<file path="src/i2c_master_byte_sequencer_macros.svh">
// Assertion helpers for the I2C byte sequencer.
// Each macro expects clk and rst_n in scope.
`ifndef I2C_MASTER_BYTE_SEQUENCER_MACROS_SVH
`define I2C_MASTER_BYTE_SEQUENCER_MACROS_SVH

// Same-cycle implication, checked outside reset.
`define I2CMS_ASSERT_IMP(label, ante, cons) \
  label: assert property (@(posedge clk) disable iff (!rst_n) (ante) |-> (cons)) \
    else $error("i2cms: same-cycle check failed");

// Next-cycle implication, checked outside reset.
`define I2CMS_ASSERT_NXT(label, ante, cons) \
  label: assert property (@(posedge clk) disable iff (!rst_n) (ante) |=> (cons)) \
    else $error("i2cms: next-cycle check failed");

`endif

</file>
<file path="src/i2cms_pkg.sv">
// ----------------------------------------------------------------------------
// i2cms_pkg
// Shared codes, constants and payload types of the I2C byte sequencer.
// ----------------------------------------------------------------------------
`default_nettype none

package i2cms_pkg;

  typedef logic [1:0] op_t;

  localparam op_t OP_START = 2'd0;
  localparam op_t OP_STOP  = 2'd1;
  localparam op_t OP_WRITE = 2'd2;
  localparam op_t OP_READ  = 2'd3;

  localparam int unsigned TICK_W  = 16;
  localparam int unsigned PHASE_W = 5;

  localparam logic [TICK_W-1:0]  PHASE_TICKS_RST = 16'd5;
  localparam logic [PHASE_W-1:0] PHASES_COND     = 5'd4;   // start, stop
  localparam logic [PHASE_W-1:0] PHASES_BYTE     = 5'd18;  // write, read
  localparam logic [PHASE_W-1:0] PHASE_ACK_LOW   = 5'd16;
  localparam logic [PHASE_W-1:0] PHASE_ACK_HIGH  = 5'd17;
  localparam logic [7:0]         MSB_MASK        = 8'h80;

  typedef struct packed {
    logic       cmd_valid;
    op_t        action;
    logic       send_ack;
    logic [7:0] write_byte;
    logic       sda_in;
  } cmd_t;

  typedef struct packed {
    logic       scl_level;
    logic       sda_level;
    logic       busy_res;
    logic       cmd_taken;
    logic       done_res;
    logic [7:0] read_byte;
    logic       ack_seen;
  } res_t;

endpackage

`default_nettype wire

</file>
<file path="src/i2cms_in_if.sv">
// ----------------------------------------------------------------------------
// i2cms_in_if
// Tick channel into the sequencer: one bus tick with command and SDA sample.
// ----------------------------------------------------------------------------
`default_nettype none

interface i2cms_in_if import i2cms_pkg::*; ();
  logic       valid;
  logic       ready;
  logic       cmd_valid;
  op_t        action;
  logic       send_ack;
  logic [7:0] write_byte;
  logic       sda_in;

  modport source (output valid, cmd_valid, action, send_ack, write_byte, sda_in,
                  input ready);
  modport sink   (input valid, cmd_valid, action, send_ack, write_byte, sda_in,
                  output ready);
endinterface

`default_nettype wire

</file>
<file path="src/i2cms_out_if.sv">
// ----------------------------------------------------------------------------
// i2cms_out_if
// Result channel out of the sequencer: line drives and status for one tick.
// ----------------------------------------------------------------------------
`default_nettype none

interface i2cms_out_if import i2cms_pkg::*; ();
  logic       valid;
  logic       ready;
  logic       scl_level;
  logic       sda_level;
  logic       busy_res;
  logic       cmd_taken;
  logic       done_res;
  logic [7:0] read_byte;
  logic       ack_seen;

  modport source (output valid, scl_level, sda_level, busy_res, cmd_taken, done_res,
                  read_byte, ack_seen, input ready);
  modport sink   (input valid, scl_level, sda_level, busy_res, cmd_taken, done_res,
                  read_byte, ack_seen, output ready);
endinterface

`default_nettype wire

</file>
<file path="src/i2cms_core.sv">
// ----------------------------------------------------------------------------
// i2cms_core
// Sequencer state and one-tick step: phase timer, line drives, bit shifter.
// ----------------------------------------------------------------------------
`default_nettype none

module i2cms_core import i2cms_pkg::*; (
  input  wire logic              clk,
  input  wire logic              rst_n,
  input  wire logic              step,
  input  wire cmd_t              item,
  input  wire logic [TICK_W-1:0] phase_ticks,
  output res_t                   res
);

  logic [TICK_W-1:0]  tick_r,  tick_nxt;
  logic [PHASE_W-1:0] phase_r, phase_nxt;
  op_t                op_r,    op_nxt;
  logic               act_r,   act_nxt;
  logic [7:0]         shift_r, shift_nxt;
  logic               ackc_r,  ackc_nxt;
  logic               ackf_r,  ackf_nxt;
  logic               scl_r,   scl_nxt;
  logic               sda_r,   sda_nxt;
  logic [7:0]         hold_r,  hold_nxt;

  logic [TICK_W-1:0]  limit;
  logic               taken;
  logic               done;
  logic [1:0]         drv;

  function automatic logic [PHASE_W-1:0] phase_total(op_t op);
    return (op == OP_WRITE || op == OP_READ) ? PHASES_BYTE : PHASES_COND;
  endfunction

  // Returns {scl, sda} after the drive of phase p.
  function automatic logic [1:0] drive_phase(op_t op, logic [PHASE_W-1:0] p,
                                             logic [7:0] sh, logic ackc,
                                             logic scl, logic sda);
    logic c;
    logic d;
    c = scl;
    d = sda;
    case (op)
      OP_START: begin
        if (p == 5'd0)      d = 1'b1;
        else if (p == 5'd1) c = 1'b1;
        else if (p == 5'd2) d = 1'b0;
        else                c = 1'b0;
      end
      OP_STOP: begin
        if (p == 5'd0)      c = 1'b0;
        else if (p == 5'd1) d = 1'b0;
        else if (p == 5'd2) c = 1'b1;
        else                d = 1'b1;
      end
      default: begin
        if (p < PHASE_ACK_LOW) begin
          if (p[0]) begin
            c = 1'b1;
          end else begin
            if (p != 5'd0) c = 1'b0;
            if (op == OP_WRITE)  d = |(sh & (MSB_MASK >> p[3:1]));
            else if (p == 5'd0)  d = 1'b1;
          end
        end else if (p == PHASE_ACK_LOW) begin
          c = 1'b0;
          d = (op == OP_WRITE) ? 1'b1 : ~ackc;
        end else begin
          c = 1'b1;
        end
      end
    endcase
    return {c, d};
  endfunction

  always_comb begin
    limit     = (phase_ticks == '0) ? 16'd1 : phase_ticks;
    tick_nxt  = tick_r;
    phase_nxt = phase_r;
    op_nxt    = op_r;
    act_nxt   = act_r;
    shift_nxt = shift_r;
    ackc_nxt  = ackc_r;
    ackf_nxt  = ackf_r;
    scl_nxt   = scl_r;
    sda_nxt   = sda_r;
    hold_nxt  = hold_r;
    taken     = 1'b0;
    done      = 1'b0;
    drv       = {scl_r, sda_r};

    if (!act_r) begin
      if (item.cmd_valid) begin
        taken     = 1'b1;
        act_nxt   = 1'b1;
        op_nxt    = item.action;
        shift_nxt = (item.action == OP_WRITE) ? item.write_byte : 8'd0;
        ackc_nxt  = item.send_ack;
        phase_nxt = '0;
        tick_nxt  = '0;
        drv       = drive_phase(item.action, 5'd0, shift_nxt, item.send_ack,
                                scl_r, sda_r);
        scl_nxt   = drv[1];
        sda_nxt   = drv[0];
      end
    end else begin
      tick_nxt = tick_r + 16'd1;
      if (tick_nxt >= limit) begin
        tick_nxt  = '0;
        phase_nxt = phase_r + 5'd1;
        if (phase_nxt >= phase_total(op_r)) begin
          if (op_r == OP_WRITE || op_r == OP_READ) scl_nxt = 1'b0;
          if (op_r == OP_READ) hold_nxt = shift_r;
          act_nxt   = 1'b0;
          phase_nxt = '0;
          done      = 1'b1;
        end else begin
          drv     = drive_phase(op_r, phase_nxt, shift_r, ackc_r, scl_r, sda_r);
          scl_nxt = drv[1];
          sda_nxt = drv[0];
        end
      end
    end

    // Sample SDA on the last tick of an SCL-high phase.
    if (act_nxt && !taken && phase_nxt[0] &&
        ({1'b0, tick_nxt} + 17'd1 >= {1'b0, limit})) begin
      if (op_nxt == OP_READ && phase_nxt < PHASE_ACK_LOW)
        shift_nxt = {shift_nxt[6:0], item.sda_in};
      else if (op_nxt == OP_WRITE && phase_nxt == PHASE_ACK_HIGH)
        ackf_nxt = ~item.sda_in;
    end
  end

  always_ff @(posedge clk) begin
    if (!rst_n) begin
      tick_r  <= '0;
      phase_r <= '0;
      op_r    <= OP_START;
      act_r   <= 1'b0;
      shift_r <= '0;
      ackc_r  <= 1'b0;
      ackf_r  <= 1'b0;
      scl_r   <= 1'b1;
      sda_r   <= 1'b1;
      hold_r  <= '0;
    end else if (step) begin
      tick_r  <= tick_nxt;
      phase_r <= phase_nxt;
      op_r    <= op_nxt;
      act_r   <= act_nxt;
      shift_r <= shift_nxt;
      ackc_r  <= ackc_nxt;
      ackf_r  <= ackf_nxt;
      scl_r   <= scl_nxt;
      sda_r   <= sda_nxt;
      hold_r  <= hold_nxt;
    end
  end

  always_comb begin
    res.scl_level = scl_nxt;
    res.sda_level = sda_nxt;
    res.busy_res  = act_nxt;
    res.cmd_taken = taken;
    res.done_res  = done;
    res.read_byte = hold_nxt;
    res.ack_seen  = ackf_nxt;
  end

endmodule

`default_nettype wire

</file>
<file path="src/i2c_master_byte_sequencer.sv">
// Byte-level I2C master. Every transfer on in_ch is one tick of the bus
// timer and carries an optional command (start, stop, write a byte, read a
// byte with ACK or NAK) plus the sampled SDA level; every tick gives exactly
// one transfer on out_ch with the SCL and SDA drives (1 = released), busy,
// command-taken, a one-tick done pulse, the last read byte and the last
// write's ack. Commands offered while busy are dropped. Each bus phase lasts
// cfg phase_ticks ticks (0 counts as 1); start and stop take 4 phases, a
// byte write or read 18. Rate: one transfer in and one out per clock cycle
// when out_ch is never stalled. A tick passes the input register, the single
// step of logic and the result register, in that order. Write phase_ticks
// only while no tick is in flight.
// ----------------------------------------------------------------------------
// i2c_master_byte_sequencer
// Top level: input register, sequencer core, result register, config.
// ----------------------------------------------------------------------------
`default_nettype none

`include "i2c_master_byte_sequencer_macros.svh"

module i2c_master_byte_sequencer import i2cms_pkg::*; (
  input  wire logic              clk,
  input  wire logic              rst_n,
  i2cms_in_if.sink               in_ch,
  i2cms_out_if.source            out_ch,
  input  wire logic              cfg_we,
  input  wire logic [TICK_W-1:0] cfg_wdata
);

  // Phase length register.
  logic [TICK_W-1:0] phase_ticks_r;

  // Input register: one buffered tick.
  logic s1_valid_r;
  cmd_t s1_item_r;

  // Result register.
  logic out_valid_r;
  res_t res_r;
  res_t core_res;

  // Advance the buffered tick into the result register when there is room.
  logic adv;

  assign adv         = s1_valid_r && (!out_valid_r || out_ch.ready);
  assign in_ch.ready = !s1_valid_r || adv;

  always_ff @(posedge clk) begin
    if (!rst_n) begin
      phase_ticks_r <= PHASE_TICKS_RST;
    end else if (cfg_we) begin
      phase_ticks_r <= cfg_wdata;
    end
  end

  // Hold the tick until the core steps on it; refill in the same cycle.
  always_ff @(posedge clk) begin
    if (!rst_n) begin
      s1_valid_r <= 1'b0;
    end else if (in_ch.ready) begin
      s1_valid_r <= in_ch.valid;
    end
  end

  always_ff @(posedge clk) begin
    if (in_ch.valid && in_ch.ready) begin
      s1_item_r.cmd_valid  <= in_ch.cmd_valid;
      s1_item_r.action     <= in_ch.action;
      s1_item_r.send_ack   <= in_ch.send_ack;
      s1_item_r.write_byte <= in_ch.write_byte;
      s1_item_r.sda_in     <= in_ch.sda_in;
    end
  end

  i2cms_core u_core (
    .clk         (clk),
    .rst_n       (rst_n),
    .step        (adv),
    .item        (s1_item_r),
    .phase_ticks (phase_ticks_r),
    .res         (core_res)
  );

  // Load a fresh result on advance, drop the old one once it is taken.
  always_ff @(posedge clk) begin
    if (!rst_n) begin
      out_valid_r <= 1'b0;
    end else if (adv) begin
      out_valid_r <= 1'b1;
    end else if (out_ch.ready) begin
      out_valid_r <= 1'b0;
    end
  end

  always_ff @(posedge clk) begin
    if (adv) begin
      res_r <= core_res;
    end
  end

  assign out_ch.valid     = out_valid_r;
  assign out_ch.scl_level = res_r.scl_level;
  assign out_ch.sda_level = res_r.sda_level;
  assign out_ch.busy_res  = res_r.busy_res;
  assign out_ch.cmd_taken = res_r.cmd_taken;
  assign out_ch.done_res  = res_r.done_res;
  assign out_ch.read_byte = res_r.read_byte;
  assign out_ch.ack_seen  = res_r.ack_seen;

  // A finishing tick leaves the sequencer idle.
  `I2CMS_ASSERT_IMP(a_done_idle, out_valid_r && res_r.done_res, !res_r.busy_res)
  // A taken command always starts a busy period.
  `I2CMS_ASSERT_IMP(a_taken_busy, out_valid_r && res_r.cmd_taken, res_r.busy_res)
  // A buffered tick is never lost while the result side stalls.
  `I2CMS_ASSERT_NXT(a_s1_hold, s1_valid_r && !adv, s1_valid_r)

endmodule

`default_nettype wire

</file>
<file path="src/flat_wrapper.sv">
// flat-port wrapper written by rule: the top's interface ports become plain ports
module i2c_master_byte_sequencer_flat import i2cms_pkg::*;
  (clk, rst_n, cfg_we, cfg_wdata, in_ch_valid, in_ch_cmd_valid, in_ch_action, in_ch_send_ack, in_ch_write_byte, in_ch_sda_in, in_ch_ready, out_ch_valid, out_ch_scl_level, out_ch_sda_level, out_ch_busy_res, out_ch_cmd_taken, out_ch_done_res, out_ch_read_byte, out_ch_ack_seen, out_ch_ready);
  i2cms_in_if in_ch_i ();
  i2cms_out_if out_ch_i ();
  input  wire logic clk;
  input  wire logic rst_n;
  input  wire logic cfg_we;
  input  wire logic [TICK_W-1:0] cfg_wdata;
  input wire logic [$bits(in_ch_i.valid)-1:0] in_ch_valid;
  input wire logic [$bits(in_ch_i.cmd_valid)-1:0] in_ch_cmd_valid;
  input wire logic [$bits(in_ch_i.action)-1:0] in_ch_action;
  input wire logic [$bits(in_ch_i.send_ack)-1:0] in_ch_send_ack;
  input wire logic [$bits(in_ch_i.write_byte)-1:0] in_ch_write_byte;
  input wire logic [$bits(in_ch_i.sda_in)-1:0] in_ch_sda_in;
  output wire logic [$bits(in_ch_i.ready)-1:0] in_ch_ready;
  output wire logic [$bits(out_ch_i.valid)-1:0] out_ch_valid;
  output wire logic [$bits(out_ch_i.scl_level)-1:0] out_ch_scl_level;
  output wire logic [$bits(out_ch_i.sda_level)-1:0] out_ch_sda_level;
  output wire logic [$bits(out_ch_i.busy_res)-1:0] out_ch_busy_res;
  output wire logic [$bits(out_ch_i.cmd_taken)-1:0] out_ch_cmd_taken;
  output wire logic [$bits(out_ch_i.done_res)-1:0] out_ch_done_res;
  output wire logic [$bits(out_ch_i.read_byte)-1:0] out_ch_read_byte;
  output wire logic [$bits(out_ch_i.ack_seen)-1:0] out_ch_ack_seen;
  input wire logic [$bits(out_ch_i.ready)-1:0] out_ch_ready;
  assign in_ch_i.valid = in_ch_valid;
  assign in_ch_i.cmd_valid = in_ch_cmd_valid;
  assign in_ch_i.action = in_ch_action;
  assign in_ch_i.send_ack = in_ch_send_ack;
  assign in_ch_i.write_byte = in_ch_write_byte;
  assign in_ch_i.sda_in = in_ch_sda_in;
  assign in_ch_ready = in_ch_i.ready;
  assign out_ch_valid = out_ch_i.valid;
  assign out_ch_scl_level = out_ch_i.scl_level;
  assign out_ch_sda_level = out_ch_i.sda_level;
  assign out_ch_busy_res = out_ch_i.busy_res;
  assign out_ch_cmd_taken = out_ch_i.cmd_taken;
  assign out_ch_done_res = out_ch_i.done_res;
  assign out_ch_read_byte = out_ch_i.read_byte;
  assign out_ch_ack_seen = out_ch_i.ack_seen;
  assign out_ch_i.ready = out_ch_ready;
  i2c_master_byte_sequencer u_core (.clk(clk), .rst_n(rst_n), .in_ch(in_ch_i), .out_ch(out_ch_i), .cfg_we(cfg_we), .cfg_wdata(cfg_wdata));
endmodule
</file>
<file path="config.mk">
export PLATFORM = sky130hd
export DESIGN_NAME = i2c_master_byte_sequencer_flat
export DESIGN_NICKNAME = d
export VERILOG_FILES = /design/src/i2cms_pkg.sv /design/src/i2cms_in_if.sv /design/src/i2cms_out_if.sv /design/src/i2cms_core.sv /design/src/i2c_master_byte_sequencer.sv /design/src/flat_wrapper.sv
export VERILOG_INCLUDE_DIRS = /design/src /design/src/src
export SDC_FILE = /design/constraint.sdc
export NUM_CORES = 1
export LEC_CHECK = 0
export BUFFER_PORTS_ARGS = -buffer_cell sky130_fd_sc_hd__buf_2
export CAP_MARGIN = 0
export CORE_ASPECT_RATIO = 1.2
export CORE_UTILIZATION = 45
export DETAILED_ROUTE_END_ITERATION = 10
export GPL_TIMING_DRIVEN = 1
export PLACE_DENSITY = 0.64
export RECOVER_POWER = 25
export SLEW_MARGIN = 10
export SYNTH_ARGS = -nofsm -noshare
export SYNTH_HDL_FRONTEND = slang
export SYNTH_SLANG_ARGS = --single-unit
</file>
<file path="constraint.sdc">
create_clock -name clk -period 9.2 [get_ports clk]
set_input_delay 1.84 -clock clk [delete_from_list [all_inputs] [get_ports clk]]
set_output_delay 1.84 -clock clk [all_outputs]
set_load 0.02 [all_outputs]
</file>
==> flow_summary.json, run 1 <==
{
  "critPathCaptureType": "register",
  "r2r_start": "u_core.u_core.tick_r[0]$_SDFFE_PN0P_",
  "synth.distinct_cells": 77,
  "clockRootBuffer": "clkbuf_16",
  "max_slew_margin_pct": 28.0,
  "drt_iter0_markers": 290,
  "p_leak_nw": 2.37,
  "ys_seq_area_share_pct": 35.9,
  "finalWeightedCongestion": 1.02,
  "fin_crit_sh_pct": 78.3,
  "ios": 50,
  "async_flop_share_pct": 0,
  "critPathTopFamily": "compound AO/OA/AOI/OAI gates",
  "crit_arrival_ns": 7.47,
  "cts_setup_buffers": 0,
  "rsz0062_at_grt": "false",
  "drtPass1Iterations": 7,
  "ys_ff_latch": 89,
  "cp.required_ns": 9.47,
  "syn_area_mm2": 0.00571,
  "fin_nets": 767,
  "critPathLaunchType": "register",
  "num_rows": 44,
  "final_cells": 857,
  "chipWidth_um": 105,
  "num_vias": 5183,
  "power.density_mw_per_mm2": 149,
  "worst_clock_skew_ns": 0.00833,
  "status": "finished, final reports clean",
  "gr-usage-all-layers_pct": 24.2,
  "ys_warn_count": 0,
  "syn_area_per_cell_um2": 8.63,
  "avgViaCountPerCell": 6.05,
  "fin_crit_ns": 7.20,
  "crit_slowest_cell": "o21ai_0",
  "postRouteAntennaNets": 0,
  "die-area_mm2": 0.0131,
  "ir_drop_mv": 0.0784,
  "critPathBufInv": 0,
  "r2r_slack_ns": 2.00,
  "hp-class": "register to register",
  "grt_max_degree": 60,
  "core_mm2": 0.0122,
  "drt-wirelength-per-cell_um": 17.9,
  "synthFlopType": "dfxtp_1",
  "grt_pass1_vias": 5027,
  "r2r-end": "u_core.u_core.shift_r[5]$_SDFFE_PN0P_",
  "antenna_found_initial": 0,
  "cts.hold.buffers_added": 0,
  "finalMaxSlewViolations": 0,
  "holdPathStages": 2,
  "syn_inst": 662,
  "setup_tns_ns": 0,
  "h-tree-depth": 3,
  "setup_violations": 0,
  "wirelength_um": 15300,
  "hold_viol": 0,
  "cts_tree": "yes",
  "dieHeight_um": 125,
  "tightest_slew_ns": 1.08,
  "grt_overflow": 0,
  "clk-insertion-delay-late_ns": 0.35,
  "cts.repair.resized": 0,
  "dp_hpwl_um": 11300,
  "diodes": 0,
  "synth_edf_count": 27,
  "num-fill-cells": 1153,
  "path_class": "register to register",
  "numCtsBuffers": 9,
  "clock-sinks": 89,
  "path_cells": "ha_1 > nand4_1 > nor3_1 > nand3_1 > xnor2_1 > ha_1 > o21ai_0 > o21ai_0 > a31oi_4 > nand2_2 > o21ai_0 > ha_1 > nor3b_2 > and2_1 > xnor2_1 > ha_1 > and4_1 > a2111oi_0 > o21ai_0 > a31oi_1 > o31ai_1 > a22oi_1 > nor2_1 > o211ai_1",
  "hold_start": "u_core.u_core.ackc_r$_SDFFE_PN0P_",
  "maxCapViolations": 0,
  "grt_pass1_wl_um": 25100,
  "path_clk_slew_ns": 0.07,
  "reg2reg_depth": 24,
  "initial_core_util_pct": 46.7,
  "place_inst": 842,
  "synthesis.nets": 737,
  "fmax_mhz": 139,
  "fin_hold_ws_ns": 0.462,
  "synthToLayoutAreaGrowth_pct": 10.6,
  "drive_above_1_share_pct": 12.4,
  "min_to": "u_core.u_core.ackc_r$_SDFFE_PN0P_",
  "cp_max_fo": 11,
  "placement.io_buffers": 49,
  "clockBufferDepth": 2,
  "drc": 0,
  "critPathMaxStageDelay_ns": 0.56
}
## synth_stat cells, types with 8 or more instances
cell type	instances	area [um2]
nand4_1	11	68.8
mux2_2	9	101
inv_1	29	109
xor2_1	11	96.3
dfxtp_1	62	1240
and2_1	8	50.1
nand2_1	62	233
nand3_1	30	150
ha_1	41	513
o211ai_1	10	75.1
a211oi_1	13	97.6
clkbuf_1	25	93.8
mux2i_1	16	160
nor2_1	79	297
a22o_1	9	78.8
o21ai_0	23	115
a31oi_1	10	62.6
a22oi_1	18	135
xnor2_1	14	123
a21oi_1	26	130
nor3_1	19	95.1
edfxtp_1	27	811
## sequential cells by signal (all words and copies together), names as in the netlist, 2 cells and up
register	count
u_core.phase_ticks_r	16
u_core.u_core.tick_r	16
u_core.s1_item_r	13
u_core.out_ch.read_byte	8
u_core.u_core.hold_r	8
u_core.u_core.shift_r	8
u_core.u_core.phase_r	5
u_core.u_core.op_r	2
## final cells by class
class	count	area (um2)	area share (%)
Multi-Input combinational cell	508	3410	53.9
Inverter	31	116	1.84
Tap cell	161	201	3.19
Sequential cell	89	2050	32.5
Clock inverter	5	40.0	0.634
Timing Repair Buffer	53	260	4.12
Clock buffer	10	239	3.78
## cell usage in the layout, fill, tap and decap left out, drive strengths merged, types with 3 or more instances in the layout
| cell type | instances |
|---|---|
| a22o | 9 |
| dfxtp | 62 |
| a31o | 3 |
| and2 | 9 |
| mux2 | 9 |
| nand4 | 11 |
| xor2 | 11 |
| and3 | 7 |
| o21a | 4 |
| inv | 32 |
| a2111oi | 3 |
| o21bai | 3 |
| nor2b | 7 |
| xnor2 | 14 |
| a31oi | 11 |
| nand3 | 31 |
| ha | 41 |
| o31ai | 4 |
| nand2b | 7 |
| nor2 | 80 |
| edfxtp | 27 |
| o21ai | 24 |
| buf | 41 |
| a211oi | 13 |
| nor4 | 5 |
| clkinvlp | 3 |
| mux2i | 16 |
| nor3 | 20 |
| o211ai | 11 |
| a22oi | 18 |
| or3 | 7 |
| a21oi | 26 |
| nand2 | 63 |
| nor3b | 3 |
| clkbuf | 22 |
## per-stage QoR
stage / worst slack (ns) / area (um2) / util [%] / total power, mW
2_1_floorplan: 3.30 / 5710 / - / 0.549
5_1_grt: 1.23 / 6320 / 51.7 / 0.977
6_report: 2.00 / 6320 / 51.7 / 0.941
4_1_cts: 2.10 / 6330 / 51.8 / 0.947
3_5_place_dp: 2.13 / 6050 / 49.5 / 0.592
3_3_place_gp: 2.53 / 6050 / 49.5 / 0.588
## power breakdown
part / switching [mW] / internal, mW / total [mW]
sequential: 0.0184 / 0.424 / 0.443
combinational: 0.0893 / 0.0533 / 0.143
clock: 0.165 / 0.190 / 0.356
total: 0.273 / 0.668 / 0.941
## kinds of logic after synthesis
group | after synthesis | synth area share, %
adders and majority gates | 41 | 8.98
xor gates and xnor gates | 25 | 3.83
AOI/OAI and AO/OA | 156 | 19.6
muxes | 27 | 5.37
and+or+nand+nor | 259 | 21.8
buffers and inverters | 65 | 4.49
DFF | 89 | 35.9
## how the worst max path moves through the flow
| stage | endpoint | from | slack (ns) | depth (start not counted) |
|---|---|---|---|---|
| global placement | u_core.u_core.shift_r[2]$_SDFFE_PN0P_ | u_core.u_core.tick_r[0]$_SDFFE_PN0P_ | 2.53 | 24 |
| floorplan | u_core.u_core.shift_r[1]$_SDFFE_PN0P_ | u_core.u_core.tick_r[0]$_SDFFE_PN0P_ | 3.30 | 26 |
| detailed placement | u_core.u_core.shift_r[5]$_SDFFE_PN0P_ | u_core.u_core.tick_r[0]$_SDFFE_PN0P_ | 2.13 | 24 |
| global route | u_core.u_core.shift_r[3]$_SDFFE_PN0P_ | u_core.u_core.tick_r[0]$_SDFFE_PN0P_ | 1.23 | 24 |
| CTS | u_core.u_core.shift_r[5]$_SDFFE_PN0P_ | u_core.u_core.tick_r[0]$_SDFFE_PN0P_ | 2.10 | 24 |
| finish | u_core.u_core.shift_r[5]$_SDFFE_PN0P_ | u_core.u_core.tick_r[0]$_SDFFE_PN0P_ | 2.00 | 24 |
## worst register-to-register path: stages, from the launching register on
cell and delay (ns):
dfxtp_1 0.55, ha_1 0.30, nand4_1 0.24, nor3_1 0.49, nand3_1 0.17, xnor2_1 0.25
ha_1 0.29, o21ai_0 0.21, o21ai_0 0.16, a31oi_4 0.32, nand2_2 0.23, o21ai_0 0.56
ha_1 0.28, nor3b_2 0.32, and2_1 0.29, xnor2_1 0.14, ha_1 0.26, and4_1 0.24
a2111oi_0 0.37, o21ai_0 0.16, a31oi_1 0.21, o31ai_1 0.16, a22oi_1 0.48, nor2_1 0.21
o211ai_1 0.22
## metal layers
| metal | share of wire, % | track usage, % | wire, um | up-vias |
|---|---|---|---|---|
| li1 | - | - | - | 2499 |
| met5 | 0 | 0 | 0 | - |
| met1 | 40 | 27.4 | 6160 | 2422 |
| met2 | 50 | 42.1 | 7600 | 203 |
| met4 | 5.3 | 16.7 | 816 | 0 |
| met3 | 4.9 | 3.18 | 759 | 59 |
(Power assumes the default switching activity.)
==> run 2, diff against run 1 <==
clock period = 6.7 ns   (was 9.2 ns; I/O delays follow)
==> run 2 against run 1 <==
  * Combinational power rose by 42%
  * Cell count increased by 1.5%
  * Global-route usage increased by 1.0 points
  * Largest power group unchanged
  * First-iteration DRC count is 23% lower
  * Die area unchanged
  * Total power rose by 44%
  * Fmax up 17%
  * Clock power increased by 53%
  * Design area up 2.3%
  * Utilization is 1.2 points higher
  * Count of clock-buffer cells in the layout fell by 1
==> flow_summary.json, run 2 (synthesis results as in run 1) <==
{
  "status": "finished, final reports clean",
  "final_common_cell": "nor2_1",
  "cp.required_ns": 6.89,
  "postRouteAntennaNets": 0,
  "crit_slowest_cell": "or4_4",
  "drt_iter0_markers": 224,
  "cts_tree": "yes",
  "ir_drop_mv": 0.120,
  "power.share.combinational_pct": 15.0,
  "numCtsBuffers": 9,
  "placement.io_buffers": 49,
  "fin_nets": 779,
  "path_cells": "nand3_1 > or4_4 > and2_1 > or2_2 > ha_1 > nand4_1 > nor3_2 > a31oi_4 > and2_1 > a22o_1 > ha_1 > nor3b_2 > and2_2 > xnor2_1 > ha_1 > and4_1 > a2111oi_0 > o21ai_0 > a31oi_1 > o31ai_1 > a21oi_2 > nor3_1 > mux2i_1",
  "clkPwrFrac_pct": 40.2,
  "grt_max_degree": 54,
  "die-area_mm2": 0.0131,
  "p_sw_uw": 397,
  "sw_frac_of_total_pct": 29.3,
  "finalWeightedCongestion": 0.983,
  "avgViaCountPerCell": 5.91,
  "cpMostUsedCell": "ha_1",
  "finalMaxSlewViolations": 0,
  "crit_start": "u_core.u_core.tick_r[6]$_SDFFE_PN0P_",
  "fmax_mhz": 162,
  "hold_viol": 0,
  "critPathLaunchType": "register",
  "path_class": "register to register",
  "initial_core_util_pct": 46.7,
  "max_slew_margin_pct": 29.4,
  "critPathBufInv": 0,
  "diodes": 0,
  "r2r-end": "u_core.out_ch.ack_seen$_DFFE_PP_",
  "r2r_start": "u_core.u_core.tick_r[6]$_SDFFE_PN0P_",
  "setup_tns_ns": 0,
  "r2r_slack_ns": 0.53,
  "dp_hpwl_um": 11900,
  "drc": 0,
  "grt_pass1_wl_um": 25800,
  "hold_start": "u_core.u_core.ackc_r$_SDFFE_PN0P_",
  "power.density_mw_per_mm2": 209,
  "min_to": "u_core.u_core.ackc_r$_SDFFE_PN0P_",
  "clockBufferDepth": 2,
  "final_cell_mix": "nor2_1, nand2_1, dfxtp_1, buf_2, ha_1",
  "tightest_slew_ns": 1.06,
  "critPathCaptureType": "register",
  "fin_util_pct": 52.9,
  "path_clk_slew_ns": 0.07,
  "dieHeight_um": 125,
  "core_mm2": 0.0122,
  "antenna_found_initial": 0,
  "cts_setup_buffers": 0,
  "rsz0062_at_grt": "false",
  "critPathTopFamily": "simple AND/OR/NAND/NOR gates",
  "setup_violations": 0,
  "clockRootBuffer": "clkbuf_16",
  "fin_crit_ns": 6.17,
  "reg2reg_depth": 23,
  "h-tree-depth": 3,
  "wirelength_um": 15800,
  "hp-class": "register to register",
  "fin_crit_sh_pct": 92.1,
  "largestRegisters": "u_core.phase_ticks_r x16, u_core.u_core.tick_r x16, u_core.s1_item_r x13",
  "grt_overflow": 0,
  "num_rows": 44,
  "worst_clock_skew_ns": 0.00638,
  "grt_pass1_vias": 4993,
  "p_int_uw": 956,
  "drive_above_1_share_pct": 15.7,
  "clock-sinks": 89,
  "cp_max_fo": 8,
  "critPathMaxStageDelay_ns": 0.52,
  "ios": 50,
  "pwr-share-seq_pct": 44.8,
  "holdPathStages": 2,
  "gr-usage-all-layers_pct": 25.2,
  "drt-wirelength-per-cell_um": 18.2,
  "chipWidth_um": 105,
  "synthToLayoutAreaGrowth_pct": 13.2,
  "drtPass1Iterations": 5,
  "p_leak_nw": 2.48,
  "maxCapViolations": 0,
  "clk-insertion-delay-late_ns": 0.36,
  "crit_arrival_ns": 6.36,
  "num_vias": 5143
}
run 2: metal layers:
metal / track usage (%) / up-vias / share of wire [%]
li1: - / 2526 / -
met1: 29.8 / 2414 / 41
met2: 43.0 / 153 / 50
met3: 3.91 / 50 / 4.1
met4: 15.0 / 0 / 4.6
met5: 0 / - / 0
run 2: worst max-delay path by stage:
stage	cells past startpoint	to	slack, ns
floorplan	26	u_core.u_core.shift_r[1]$_SDFFE_PN0P_	0.80
global placement	23	u_core.u_core.shift_r[6]$_SDFFE_PN0P_	0.39
detailed placement	23	u_core.u_core.shift_r[3]$_SDFFE_PN0P_	0.30
CTS	23	u_core.u_core.shift_r[4]$_SDFFE_PN0P_	0.26
global route	25	u_core.u_core.shift_r[2]$_SDFFE_PN0P_	0.03
finish	23	u_core.out_ch.ack_seen$_DFFE_PP_	0.53
run 2: power by group through the flow:
| stage | registers, mW | logic [mW] | clock network [mW] |
|---|---|---|---|
| finish | 0.606 | 0.203 | 0.544 |
| global route | 0.609 | 0.226 | 0.571 |
| CTS | 0.606 | 0.202 | 0.548 |
| detailed placement | 0.618 | 0.201 | 0 |
| global placement | 0.617 | 0.197 | 0 |
| floorplan | 0.614 | 0.140 | 0 |
run 2: worst register-to-register path, delay by kind of cell (launching register included):
| kind | cells | cell delay (ns) |
|---|---|---|
| compound gates | 7 | 1.32 |
| xor+xnor | 1 | 0.14 |
| fa+ha+maj | 3 | 0.82 |
| flops | 1 | 0.47 |
| mux | 1 | 0.28 |
| simple gates | 11 | 2.95 |
run 2: layout make-up:
cell class                      instances  area [um2]
Multi-Input combinational cell        508        3430
Timing Repair Buffer                   65         359
Tap cell                              161         201
Sequential cell                        89        2050
Inverter                               31         116
Clock buffer                            9         225
Fill cell                            1190        5760
Clock inverter                          7        82.6
run 2: repair_timing:
| item | in CTS | in global routing |
|---|---|---|
| gates resized for setup | 0 | 5 |
| hold buffers | 0 | 0 |
| setup endpoints to repair | 0 | 9 |
run 2: through the flow:
| stage | setup WS (ns) | power, mW | hold slack, ns | cells | instance area [um2] |
|---|---|---|---|---|---|
| after floorplan | 0.797 | 0.754 | 0.433 | 662 | 5710 |
| after global placement | 0.394 | 0.814 | 0.452 | 854 | 6140 |
| after detailed placement | 0.295 | 0.818 | 0.455 | 854 | 6140 |
| after CTS | 0.259 | 1.36 | 0.469 | 870 | 6440 |
| after global routing | 0.0306 | 1.41 | 0.494 | 870 | 6460 |
| final | 0.528 | 1.35 | 0.467 | 870 | 6460 |
==> run 3, diff against run 2 <==
CORE_ASPECT_RATIO = unset   (was 1.2)
TNS_END_PERCENT = 50   (was unset)
==> run 3 against run 2 <==
  * Combinational power is essentially flat
  * Non-clock buffer count grew 1
  * Largest power group unchanged
  * Register-to-register slack lost 0.15 ns
  * Utilization is essentially flat
  * Count of clock-buffer cells in the layout grew 1
  * Design area shrank 0.17%
  * Global-route usage shrank 1.4 points
  * Total power shrank 4.8%
  * Clock power shrank 12%
  * Hold slack gained 0.012 ns
==> flow_summary.json, run 3 (synthesis results as in run 1) <==
{
  "clockBufferDepth": 2,
  "synthToLayoutAreaGrowth_pct": 13.0,
  "r2r_start": "u_core.u_core.tick_r[1]$_SDFFE_PN0P_",
  "finalWeightedCongestion": 0.922,
  "critPathLaunchType": "register",
  "crit_start": "u_core.u_core.tick_r[1]$_SDFFE_PN0P_",
  "numCtsBuffers": 9,
  "wirelength_um": 14900,
  "setup_violations": 0,
  "dieHeight_um": 115,
  "clockRootBuffer": "clkbuf_16",
  "gr-usage-all-layers_pct": 23.8,
  "cp.required_ns": 6.94,
  "worst_slack_ns": 0.380,
  "fin_hold_ws_ns": 0.479,
  "grt_overflow": 0,
  "fin_total_pwr_mw": 1.29,
  "core_mm2": 0.0122,
  "cts.hold.buffers_added": 0,
  "pwr-share-seq_pct": 47.0,
  "hold_start": "u_core.u_core.ackc_r$_SDFFE_PN0P_",
  "power.density_mw_per_mm2": 200,
  "ir_drop_mv": 0.144,
  "path_class": "register to register",
  "fin_crit_ns": 6.32,
  "drive_above_1_share_pct": 15.7,
  "dp_hpwl_um": 11200,
  "initial_core_util_pct": 46.8,
  "grt_max_degree": 54,
  "ios": 50,
  "crit_arrival_ns": 6.56,
  "final_cell_mix": "nor2_1, nand2_1, dfxtp_1, buf_2, ha_1",
  "drc": 0,
  "status": "finished, final reports clean",
  "largestRegisters": "u_core.phase_ticks_r x16, u_core.u_core.tick_r x16, u_core.s1_item_r x13",
  "cts_tree": "yes",
  "cp_max_fo": 8,
  "dp_slack_ns": 0.295,
  "tightest_slew_ns": 1.07,
  "p_int_uw": 922,
  "hold_viol": 0,
  "fmax_mhz": 158,
  "fin_crit_sh_pct": 94.3,
  "postRouteAntennaNets": 0,
  "power.share.combinational_pct": 15.7,
  "clock-sinks": 89,
  "die-area_mm2": 0.0131,
  "h-tree-depth": 3,
  "avgViaCountPerCell": 5.89,
  "setup_tns_ns": 0,
  "placed_cell_area_mm2": 0.00614,
  "fin_area_mm2": 0.00645,
  "hp-class": "register to register",
  "antenna_found_initial": 0,
  "drt_iter0_markers": 400,
  "p_sw_uw": 366,
  "diodes": 0,
  "worst_clock_skew_ns": 0.00626,
  "max_slew_margin_pct": 28.7,
  "grt_pass1_vias": 4830,
  "critPathCaptureType": "register",
  "fin_util_pct": 52.8,
  "drtPass1Iterations": 5,
  "finalMaxSlewViolations": 0,
  "clk-insertion-delay-late_ns": 0.34,
  "place_inst": 860,
  "clkPwrFrac_pct": 37.2,
  "sw_frac_of_total_pct": 28.4,
  "chipWidth_um": 115,
  "num_vias": 5168,
  "grt_pass1_wl_um": 24300,
  "path_clk_slew_ns": 0.07,
  "drt-wirelength-per-cell_um": 17.0,
  "final_common_cell": "nor2_1",
  "num_rows": 40,
  "fin_nets": 780,
  "placement.io_buffers": 49,
  "p_leak_nw": 2.45,
  "num-fill-cells": 1158,
  "maxCapViolations": 0,
  "final_cells": 877
}
## run 3: metal layers
layer | up-vias | wire length, um | global-route usage [%]
met5 | - | 0 | 0
met4 | 0 | 255 | 7.79
met3 | 26 | 1210 | 3.97
met2 | 244 | 6330 | 35.2
met1 | 2387 | 7090 | 34.9
li1 | 2511 | - | -
## run 3: worst paths after layout
check / depth (start not counted) / slack [ns] / endpoint
worst max-delay path: 25 / 0.38 / u_core.u_core.shift_r[1]$_SDFFE_PN0P_
worst min-delay path: 2 / 0.48 / u_core.u_core.ackc_r$_SDFFE_PN0P_
worst max register to register: 25 / 0.38 / u_core.u_core.shift_r[1]$_SDFFE_PN0P_
worst min register to register: 2 / 0.48 / u_core.u_core.ackc_r$_SDFFE_PN0P_
## run 3: power groups by stage
| stage | sequential [mW] | clock, mW | combinational [mW] |
|---|---|---|---|
| floorplan | 0.614 | 0 | 0.140 |
| CTS | 0.605 | 0.489 | 0.199 |
| global placement | 0.616 | 0 | 0.196 |
| detailed placement | 0.617 | 0 | 0.198 |
| finish | 0.606 | 0.480 | 0.203 |
| global route | 0.609 | 0.512 | 0.225 |
## run 3: final cells by class
cell class / instances / area, um2 / share of cell area (%)
multi-input combinational: 508 / 3430 / 53.1
sequential: 89 / 2050 / 31.8
timing repair buffer: 66 / 367 / 5.68
clock buffer: 10 / 239 / 3.70
tap: 168 / 210 / 3.26
inverter: 31 / 116 / 1.80
clock inverter: 5 / 40.0 / 0.621
## run 3: repair_timing
item | CTS | global route
gates resized for setup | 0 | 6
endpoints found under the setup margin | 0 | 9
setup buffers | 0 | 2
## run 3: worst max-delay path, cell delays in order, from the launching register on
cell and delay (ns):
dfxtp_1 0.44, ha_1 0.28, nand4_1 0.27, nor3_1 0.31, nand3_1 0.13, xnor2_1 0.30
ha_1 0.31, o21ai_0 0.23, o21ai_0 0.18, a31oi_4 0.32, a32oi_1 0.19, a2111oi_2 0.45
nand2_1 0.20, nor2_2 0.25, nand3_1 0.13, xor2_1 0.25, ha_1 0.29, o21a_1 0.19
o21ai_0 0.24, a21oi_1 0.07, a311oi_1 0.31, o31ai_2 0.17, a22oi_2 0.29, buf_4 0.16
o41ai_1 0.07, a22o_1 0.18
